$ cat src/rtl/pcrf_pkg.sv
// Shared types, constants and defaults of the polynomial chord root finder.
package pcrf_pkg;

  // Default arithmetic width and fraction bits.
  localparam int unsigned DataWidthDef = 32;
  localparam int unsigned FracBitsDef  = 16;

  // Configuration register indexes.
  localparam logic [2:0] RegCoefFive  = 3'd0;
  localparam logic [2:0] RegCoefFour  = 3'd1;
  localparam logic [2:0] RegCoefThree = 3'd2;
  localparam logic [2:0] RegCoefTwo   = 3'd3;
  localparam logic [2:0] RegCoefOne   = 3'd4;
  localparam logic [2:0] RegCoefZero  = 3'd5;
  localparam logic [2:0] RegStopTol   = 3'd6;
  localparam logic [2:0] RegMaxIter   = 3'd7;

  // Finish codes of one solve.
  typedef enum logic [1:0] {
    ST_CONVERGED = 2'd0,
    ST_LIMIT     = 2'd1,
    ST_ZERO_DIV  = 2'd2
  } pcrf_status_e;

  // Which polynomial the Horner evaluator works on.
  typedef enum logic [1:0] {
    KIND_P  = 2'd0,
    KIND_D1 = 2'd1,
    KIND_D2 = 2'd2
  } pcrf_kind_e;

  // One interval as received.
  typedef struct packed {
    logic signed [31:0] right_end;
    logic signed [31:0] left_end;
  } pcrf_item_t;

  // Register set seen by the solver.
  typedef struct packed {
    logic signed [31:0] coef_five;
    logic signed [31:0] coef_four;
    logic signed [31:0] coef_three;
    logic signed [31:0] coef_two;
    logic signed [31:0] coef_one;
    logic signed [31:0] coef_zero;
    logic [30:0]        stop_tolerance;
    logic [9:0]         max_iterations;
  } pcrf_cfg_t;

endpackage

$ cat src/rtl/pcrf_queue.sv
// Front end: accepts intervals and holds up to two of them for the solver.
module pcrf_queue (
  input  logic                clk_i,
  input  logic                rst_ni,
  input  logic                in_valid_i,
  output logic                in_ready_o,
  input  pcrf_pkg::pcrf_item_t in_item_i,
  output logic                out_valid_o,
  input  logic                out_pop_i,
  output pcrf_pkg::pcrf_item_t out_item_o
);
  import pcrf_pkg::*;

  pcrf_item_t  slot_q [2];
  logic        wr_ptr_q, rd_ptr_q;
  logic [1:0]  cnt_q;
  logic        push, pop;

  assign in_ready_o  = (cnt_q != 2'd2);
  assign out_valid_o = (cnt_q != 2'd0);
  assign out_item_o  = slot_q[rd_ptr_q];
  assign push        = in_valid_i && in_ready_o;
  assign pop         = out_pop_i && out_valid_o;

  // Pointers and fill count.
  always_ff @(posedge clk_i or negedge rst_ni) begin
    if (!rst_ni) begin
      wr_ptr_q <= 1'b0;
      rd_ptr_q <= 1'b0;
      cnt_q    <= 2'd0;
    end else begin
      if (push) wr_ptr_q <= ~wr_ptr_q;
      if (pop)  rd_ptr_q <= ~rd_ptr_q;
      cnt_q <= cnt_q + {1'b0, push} - {1'b0, pop};
    end
  end

  // Storage.
  always_ff @(posedge clk_i) begin
    if (push) slot_q[wr_ptr_q] <= in_item_i;
  end

endmodule

$ cat config.mk
export PLATFORM = sky130hd
export DESIGN_NAME = pcrf_queue
export DESIGN_NICKNAME = d
export VERILOG_FILES = /design/src/rtl/pcrf_pkg.sv /design/src/rtl/pcrf_queue.sv
export SDC_FILE = /design/constraint.sdc
export NUM_CORES = 1
export LEC_CHECK = 0
export ABC_AREA = 1
export ABC_CLOCK_PERIOD_IN_PS = 6800
export BUFFER_PORTS_ARGS = -buffer_cell sky130_fd_sc_hd__buf_2
export CAP_MARGIN = 20
export CORE_MARGIN = 2
export CORE_UTILIZATION = 31
export CTS_BUF_LIST = sky130_fd_sc_hd__clkbuf_2 sky130_fd_sc_hd__clkbuf_4 sky130_fd_sc_hd__clkbuf_8
export CTS_CLUSTER_DIAMETER = 60
export DETAILED_ROUTE_END_ITERATION = 10
export GPL_ROUTABILITY_DRIVEN = 0
export PLACE_DENSITY = 0.6
export SLEW_MARGIN = 20
export SYNTH_ARGS = -nofsm -noshare
export SYNTH_HDL_FRONTEND = slang
export SYNTH_SLANG_ARGS = --single-unit
$ cat constraint.sdc
create_clock -name clk_i -period 6.8 [get_ports clk_i]
set_input_delay 1.36 -clock clk_i [delete_from_list [all_inputs] [get_ports clk_i]]
set_output_delay 1.36 -clock clk_i [all_outputs]
set_load 0.02 [all_outputs]
==> results.cfg, run 1 <==
[status]
outcome = finished clean

[grt]
grt_use_total = 0.118
first_global_vias = 3065
antenna_found_initial = 0
grt_overflow = 0
grt_start_max_net_pins = 67
grt_pass1_wl_um = 14900

[setup_path]
crit_arrival_ns = 2.45
worst-path-max-fanout = 66
critical_path_class = flip-flop to output pin
end_kind = output pin
cp-start-kind = flip-flop
required_ns = 5.44

[floorplan]
core-area_mm2 = 0.0157
io_pins = 134
die_h_um = 130
fp-row-count = 46
die_w_um = 130
initial_core_util = 0.314
die_area_mm2 = 0.0169

[yosys]
ys_seq_area_frac = 0.800
yosysWarnings = 0
synth-seq-cells = 132
syn_inst = 366
syn-cell-area_mm2 = 0.00493
avgSynthCellArea_um2 = 13.5
synth_fp_nets = 436
synth.distinct_cells = 11

[power]
p_leak_nw = 2.66
switching_share = 0.374
pwr-share-clk = 0.217
p_sw_w = 0.00102
power_density_mw_per_mm2 = 445
p_int_w = 0.00171
irDropWorstVdd_uv = 202
p_seq_frac = 0.423
power_frac_comb = 0.360

[drt]
final_antenna_net_count = 0
first_pass_iters = 4
drc = 0
drt_first_iter_violations = 150
route.detailed.wl_per_inst_um = 13.2
drt-total-wl_um = 9770
via_per_inst = 4.20
vias = 3098

[clock_network]
cts_root_buf = clkbuf_8
clk_pin_slew_worst_paths_ns = 0.07
cts-resized-gates = 0
cts_max_path_buffers = 2
clkSinkCount = 132
cts_buffers = 17
clock_latency_ns = 0.42
tritoncts = built
cts_max_level = 4
postCtsSetupRepairBufs = 0
holdBufCountCts = 0

[timing]
setup_violations = 0
max_freq_mhz = 262
fin_worst_skew_ns = 0.00701
hold_viol_final = 0
rsz0062_at_grt = false
worst_pin_slew_ns = 0.890
max-slew-margin-rel = 0.407
finalCriticalPeriod_ns = 3.81
timing.final.crit_share = 0.561
final_max_slew_viol_count = 0
finalSetupTns_ns = 0

[finish]
final_nets = 578
drive_gt1_frac = 0.332
n_antenna_cell = 0
final_cell_area_mm2 = 0.00614
area_growth_pct = 24.5

[job]
maxCapViolCount = 0

[place]
dp_hpwl_um = 6020
io_buffer_count = 133
postPlaceCellArea_mm2 = 0.00578

[worst_hold_path]
min_path_type = flip-flop to flip-flop
-- cells in the final DEF (no fill, tap or decap) --
cell type	instances
clkinv_2	6
nand3_1	3
buf_12	1
buf_4	3
dfrtp_1	3
nand2_1	205
clkbuf_8	18
inv_1	7
dfrtp_2	1
nor2_4	1
buf_2	133
edfxtp_1	128
inv_2	2
bufinv_16	1
clkbuf_4	7
ha_1	2
-- path summary, 6_finish.rpt --
kind | slack (ns) | depth (start not counted) | endpoint | start
hold / removal | 0.48 | 2 | wr_ptr_q | wr_ptr_q
min in group asynchronous | 0.74 | 1 | wr_ptr_q | rst_ni
setup / recovery | 2.99 | 6 | out_item_o[47] | rd_ptr_q
hold reg to reg | 0.48 | 2 | wr_ptr_q | wr_ptr_q
max in group asynchronous | 5.91 | 1 | rd_ptr_q | rst_ni
setup reg to reg | 4.80 | 5 | rd_ptr_q | rd_ptr_q
-- stage by stage --
step	hold slack (ns)	std cells	utilization	total power (W)	worst slack, ns
global placement	0.454	704	0.366	0.00215	3.29
CTS	0.482	737	0.391	0.00278	2.90
floorplan	0.442	366	-	0.00187	2.18
finish	0.479	737	0.391	0.00273	2.99
global route	0.511	737	0.391	0.00292	2.76
detailed placement	0.466	705	0.368	0.00218	3.38
-- synthesized netlist by cell type --
cell type | number | area share
ha_1 | 2 | 0.0051
nand2_1 | 205 | 0.16
buf_2 | 2 | 0.0020
nor2_1 | 1 | 0.00076
inv_2 | 1 | 0.00076
nand3_1 | 3 | 0.0030
buf_6 | 10 | 0.023
inv_1 | 8 | 0.0061
buf_4 | 2 | 0.0030
edfxtp_1 | 128 | 0.78
dfrtp_1 | 4 | 0.020
-- area by class of cell --
| cell class | count | area (µm²) |
|---|---|---|
| fill | 1519 | 9570 |
| sequential | 132 | 3950 |
| multi-input combinational | 211 | 821 |
| timing repair buffer | 137 | 708 |
| clock buffer | 25 | 300 |
| tap | 216 | 270 |
| clock inverter | 7 | 60.1 |
| inverter | 9 | 33.8 |
-- logic make-up after synthesis --
logic type               count (synthesis)  synth area share
flip-flops                             132             0.800
adder cells (fa/ha/maj)                  2           0.00508
AND/OR/NAND/NOR                        209             0.160
buffers and inverters                   23            0.0348
-- sequential cells by signal (all words and copies together), names as in the netlist --
register  flops
slot_q      128
cnt_q         2
rd_ptr_q      1
wr_ptr_q      1
-- critical path, stage by stage, from the launching register on --
cell     delay, ns
dfrtp_2       0.34
buf_4         0.57
inv_2         0.46
buf_12        0.29
nand2_1       0.07
nand2_1       0.07
buf_2         0.17
-- power by group through the flow --
stage	registers (W)	clock network, W	logic, W
6_report	0.00115	0.000594	0.000983
5_1_grt	0.00117	0.000657	0.00110
4_1_cts	0.00116	0.000620	0.00101
3_5_place_dp	0.00117	0	0.00101
3_3_place_gp	0.00117	0	0.000988
2_1_floorplan	0.00117	0	0.000702
-- metal layers --
metal / part of all wire / vias to the layer above / track usage
met5: 0 / - / 0
met4: 0.0093 / 0 / 0.0398
met3: 0.073 / 7 / 0.0545
met2: 0.49 / 94 / 0.202
met1: 0.42 / 1487 / 0.130
li1: - / 1510 / -
No activity file was read; power rests on OpenSTA's default activity.
==> inputs of run 2 (changes only) <==
--- a/config.mk
+++ b/config.mk
@@ -6,7 +6,7 @@
 export NUM_CORES = 1
 export LEC_CHECK = 0
 export ABC_AREA = 1
-export ABC_CLOCK_PERIOD_IN_PS = 6800
+export ABC_CLOCK_PERIOD_IN_PS = 3600
 export BUFFER_PORTS_ARGS = -buffer_cell sky130_fd_sc_hd__buf_2
 export CAP_MARGIN = 20
 export CORE_MARGIN = 2
==> constraint.sdc (replaced) <==
create_clock -name clk_i -period 3.6 [get_ports clk_i]
set_input_delay 0.72 -clock clk_i [delete_from_list [all_inputs] [get_ports clk_i]]
set_output_delay 0.72 -clock clk_i [all_outputs]
set_load 0.02 [all_outputs]
==> run 2 against run 1 <==
  * Critical path depth shrank 1
  * Sequential power grew 90%
  * Power grew 95%
  * Via count shrank 1.0%
  * Register-to-register slack lost 3.0 ns
  * Clock-buffer cell count shrank 7
  * Worst hold slack lost 0.39 ns
  * Worst setup slack lost 2.2 ns
  * Combinational power grew 91%
  * Utilization grew 0.39 points
  * Largest cell class unchanged
==> results.cfg, run 2 (synthesized netlist as in run 1, its figures left out) <==
[floorplan]
die_h_um = 130
die_area_mm2 = 0.0169
fp-row-count = 46
core-area_mm2 = 0.0157
io_pins = 134
initial_core_util = 0.314
die_w_um = 130

[drt]
vias = 3067
drt_first_iter_violations = 158
via_per_inst = 4.16
drt-total-wl_um = 9850
drc = 0
first_pass_iters = 4
route.detailed.wl_per_inst_um = 13.4
final_antenna_net_count = 0

[clock_network]
clock_latency_ns = 0.44
tritoncts = built
clkSinkCount = 132
postCtsSetupRepairBufs = 0
cts_max_level = 4
cts_buffers = 17
cts-resized-gates = 0
clk_pin_slew_worst_paths_ns = 0.07
cts_max_path_buffers = 2
cts_root_buf = clkbuf_8
holdBufCountCts = 0

[timing]
hold_viol_final = 0
rsz0062_at_grt = false
timing.final.crit_share = 0.772
max_freq_mhz = 360
timing.final.ws_setup_ns = 0.822
max-slew-margin-rel = 0.515
fin_worst_skew_ns = 0.00804
finalCriticalPeriod_ns = 2.78
final_max_slew_viol_count = 0
worst_pin_slew_ns = 0.728
finalSetupTns_ns = 0
setup_violations = 0

[setup_path]
path_delay_family = buffers and inverters
critical_path_class = flip-flop to output pin
required_ns = 2.88
end_kind = output pin
worstPathCellList = inv_2 -> buf_4 -> nand2_1 -> nand2_1 -> buf_2
crit_arrival_ns = 2.06
crit_path_top_delay_cell = inv_2
slowest_delay_ns = 0.48
cp_num_buf_inv = 3
worst-path-max-fanout = 35
cp-start-kind = flip-flop
reg2regPathDepth = 4
crit_cells = 5
crit_path_frequent_cell = nand2_1

[finish]
reg_top3 = slot_q x128, cnt_q x2
instances_no_fill = 738
final_nets = 580
area_growth_pct = 25.8
mostFrequentLayoutCell = nand2_1
fillers = 1536
top_register = slot_q
mostFrequentLayoutCells = 205 x nand2_1, 133 x buf_2, 128 x edfxtp_1
drive_gt1_frac = 0.326
n_antenna_cell = 0
largest_reg_flops = 128

[status]
outcome = finished clean

[place]
dp_worst_setup_slack_ns = 1.24
dpl.cell_count = 707
io_buffer_count = 133
dp_hpwl_um = 6270

[power]
power_density_mw_per_mm2 = 860
p_leak_nw = 2.67
total_power_w = 0.00533
irDropWorstVdd_uv = 390

[worst_hold_path]
min_path_type = primary input to asynchronous set/reset pin

[grt]
antenna_found_initial = 0
grt_start_max_net_pins = 66
grt_overflow = 0
grt_pass1_wl_um = 14800
first_global_vias = 3097
grt_use_total = 0.120

[job]
maxCapViolCount = 0
==> run 2: worst register-to-register path, delay by kind of cell, from the launching register on <==
family | cells | cell delay [ns]
buf+inv | 2 | 0.85
flops | 1 | 0.40
simple gates | 2 | 0.24
==> run 2: final cells by class <==
type                       count  area, µm²  area share
clock buffer                  18        241      0.0390
inverter                       9       33.8     0.00545
multi-input combinational    211        821       0.132
timing repair buffer         139        723       0.117
tap                          216        270      0.0436
sequential                   132       3950       0.636
clock inverter                13        165      0.0266
==> run 2: path summary, 6_finish.rpt <==
check | startpoint | to | slack [ns]
max in group asynchronous | rst_ni | rd_ptr_q | 3.37
min in group clk_i | in_item_i[19] | slot_q[1][19] | 0.47
hold / removal | rst_ni | rd_ptr_q | 0.09
hold reg to reg | wr_ptr_q | wr_ptr_q | 0.49
setup / recovery | rd_ptr_q | out_item_o[28] | 0.82
setup reg to reg | cnt_q[1] | slot_q[0][27] | 1.79
==> run 2: where the power goes <==
group | switching (W) | leakage [nW] | total (W) | internal [W]
Clock | 0.000533 | 0.202 | 0.00128 | 0.000743
Sequential | 0.0000793 | 1.24 | 0.00218 | 0.00210
Combinational | 0.00136 | 1.24 | 0.00188 | 0.000523
==> run 2: per-layer routing <==
| metal | global-route usage | vias to the layer above | share of wire |
|---|---|---|---|
| met5 | 0 | - | 0 |
| met4 | 0.0595 | 0 | 0.021 |
| met3 | 0.0525 | 17 | 0.070 |
| met2 | 0.203 | 101 | 0.50 |
| met1 | 0.128 | 1439 | 0.41 |
| li1 | - | 1510 | - |
==> run 2: through the flow <==
step                hold WS (ns)  area [µm²]   util
global placement           0.457        5790  0.369
finish                    0.0891        6200  0.395
floorplan                  0.424        4930      -
CTS                       0.0448        6200  0.395
global route              0.0493        6200  0.395
detailed placement         0.478        5790  0.369
==> inputs of run 3 (changes only) <==
--- a/config.mk
+++ b/config.mk
@@ -6,7 +6,7 @@
 export NUM_CORES = 1
 export LEC_CHECK = 0
 export ABC_AREA = 1
-export ABC_CLOCK_PERIOD_IN_PS = 3600
+export ABC_CLOCK_PERIOD_IN_PS = 2300
 export BUFFER_PORTS_ARGS = -buffer_cell sky130_fd_sc_hd__buf_2
 export CAP_MARGIN = 20
 export CORE_MARGIN = 2
@@ -15,7 +15,7 @@
 export CTS_CLUSTER_DIAMETER = 60
 export DETAILED_ROUTE_END_ITERATION = 10
 export GPL_ROUTABILITY_DRIVEN = 0
-export PLACE_DENSITY = 0.6
+export PLACE_DENSITY = 0.62
 export SLEW_MARGIN = 20
 export SYNTH_ARGS = -nofsm -noshare
 export SYNTH_HDL_FRONTEND = slang
==> constraint.sdc (replaced) <==
create_clock -name clk_i -period 2.3 [get_ports clk_i]
set_input_delay 0.46 -clock clk_i [delete_from_list [all_inputs] [get_ports clk_i]]
set_output_delay 0.46 -clock clk_i [all_outputs]
set_load 0.02 [all_outputs]
==> run 3 against run 2 <==
  * Clock skew shrank 0.0034 ns
  * Register-to-register slack got worse by 1.1 ns
  * Utilization increased by 0.072 points
  * Clock-buffer cell count is 1 higher
  * Combinational power grew 60%
  * Sequential share of layout area down 0.12 points
  * Worst setup slack worse by 0.63 ns
  * Die area is the same
  * First-iteration DRC count down 8.2%
  * Power grew 54%
  * Non-clock buffer count grew 2
  * Largest power group unchanged
==> results.cfg, run 3 (synthesized netlist as in run 1, its figures left out) <==
[status]
outcome = finished clean

[timing]
hold_viol_final = 0
finalSetupTns_ns = 0
max-slew-margin-rel = 0.638
timing.final.crit_share = 0.916
final_max_slew_viol_count = 0
timing.final.ws_setup_ns = 0.194
worst_pin_slew_ns = 0.543
finalCriticalPeriod_ns = 2.11
whs_ns = 0.226
max_freq_mhz = 475
rsz0062_at_grt = false
setup_violations = 0
fin_worst_skew_ns = 0.00463

[clock_network]
cts_max_level = 4
clk_pin_slew_worst_paths_ns = 0.07
tritoncts = built
clkSinkCount = 132
cts_max_path_buffers = 2
clock_latency_ns = 0.42
cts_root_buf = clkbuf_8
cts_buffers = 17

[power]
p_int_w = 0.00512
power_frac_comb = 0.367
switching_share = 0.376
p_leak_nw = 2.68
irDropWorstVdd_uv = 438
p_sw_w = 0.00309
power_density_mw_per_mm2 = 1320
p_seq_frac = 0.416
pwr-share-clk = 0.217

[drt]
final_antenna_net_count = 0
route.detailed.wl_per_inst_um = 13.4
first_pass_iters = 4
drt-total-wl_um = 9900
drc = 0
vias = 3073
drt_first_iter_violations = 145
via_per_inst = 4.15

[finish]
largest_reg_flops = 128
area_growth_pct = 26.0
final_cell_area_mm2 = 0.00621
mostFrequentLayoutCell = nand2_1
drive_gt1_frac = 0.328
n_antenna_cell = 0
reg_top3 = slot_q x128, cnt_q x2
top_register = slot_q
mostFrequentLayoutCells = 205 x nand2_1, 133 x buf_2, 128 x edfxtp_1
final_nets = 582

[setup_path]
worstReg2RegEnd = slot_q[1][44]
required_ns = 1.84
crit_path_frequent_cell = nand2_1
worst-path-max-fanout = 65
critical_path_class = flip-flop to output pin
slowest_delay_ns = 0.44
worstPathCellList = buf_6 -> nand2_1 -> nand2_1 -> buf_2
crit_path_top_delay_cell = buf_6
crit_arrival_ns = 1.65
timing.rr.start = cnt_q[0]
end_kind = output pin
cp-start-kind = flip-flop
reg2regPathDepth = 5
reg2reg_slack_ns = 0.70

[floorplan]
die_w_um = 130
initial_core_util = 0.314
fp-row-count = 46
die_h_um = 130
core-area_mm2 = 0.0157
die_area_mm2 = 0.0169
io_pins = 134

[place]
dp_worst_setup_slack_ns = 0.499
postPlaceCellArea_mm2 = 0.00583
io_buffer_count = 133
dp_hpwl_um = 6410

[grt]
grt_overflow = 0
grt_pass1_wl_um = 14800
first_global_vias = 3100
grt_start_max_net_pins = 66
grt_use_total = 0.118
antenna_found_initial = 0

[worst_hold_path]
min_to = slot_q[1][21]
whs_path_depth = 1
hp-start = in_item_i[21]
min_path_type = primary input to flip-flop

[job]
maxCapViolCount = 0
[run 3: worst max-delay path by stage]
stage / depth (start not counted) / slack [ns] / endpoint / start
after floorplan: 3 / 0.19 / slot_q[1][0] / cnt_q[1]
after global placement: 4 / 0.51 / out_item_o[5] / rd_ptr_q
after detailed placement: 4 / 0.50 / out_item_o[40] / rd_ptr_q
after CTS: 4 / 0.01 / out_item_o[40] / rd_ptr_q
after global routing: 4 / 0.02 / out_item_o[48] / rd_ptr_q
final: 4 / 0.19 / out_item_o[40] / rd_ptr_q
[run 3: area by class of cell]
cell class,count,area (µm²)
Fill cell,1511,9500
Sequential cell,132,3950
Multi-Input combinational cell,211,821
Timing Repair Buffer,141,769
Tap cell,216,270
Clock buffer,19,249
Clock inverter,13,116
Inverter,9,40.0
[run 3: what timing repair did]
item                                   CTS  global route
resized for setup                        0             3
buffers inserted                         0             0
hold buffers                             1             0
endpoints found under the hold margin    4             0
setup endpoints to repair                0            64
[run 3: layer usage]
layer,part of all wire,up-vias,global-route usage
met5,0,-,0
met4,0.014,0,0.0443
met3,0.060,11,0.0463
met2,0.51,85,0.208
met1,0.42,1460,0.130
li1,-,1517,-
[run 3: power by group through the flow]
| stage | clock (W) | sequential, W | combinational [W] |
|---|---|---|---|
| 6_report | 0.00178 | 0.00341 | 0.00301 |
| 5_1_grt | 0.00197 | 0.00345 | 0.00334 |
| 4_1_cts | 0.00186 | 0.00341 | 0.00306 |
| 3_5_place_dp | 0 | 0.00346 | 0.00305 |
| 3_3_place_gp | 0 | 0.00344 | 0.00301 |
| 2_1_floorplan | 0 | 0.00344 | 0.00209 |
[run 3: worst max-delay path: cells and delay by family, from the launching register on]
family / cells / cell delay, ns
DFF: 1 / 0.40
and+or+nand+nor: 2 / 0.21
buffers and inverters: 2 / 0.60
[run 3: stage by stage]
step,util,power [W],cells
2_1_floorplan,-,0.00553,366
3_3_place_gp,0.371,0.00645,708
3_5_place_dp,0.371,0.00651,708
4_1_cts,0.395,0.00833,741
5_1_grt,0.395,0.00876,741
6_report,0.395,0.00820,741
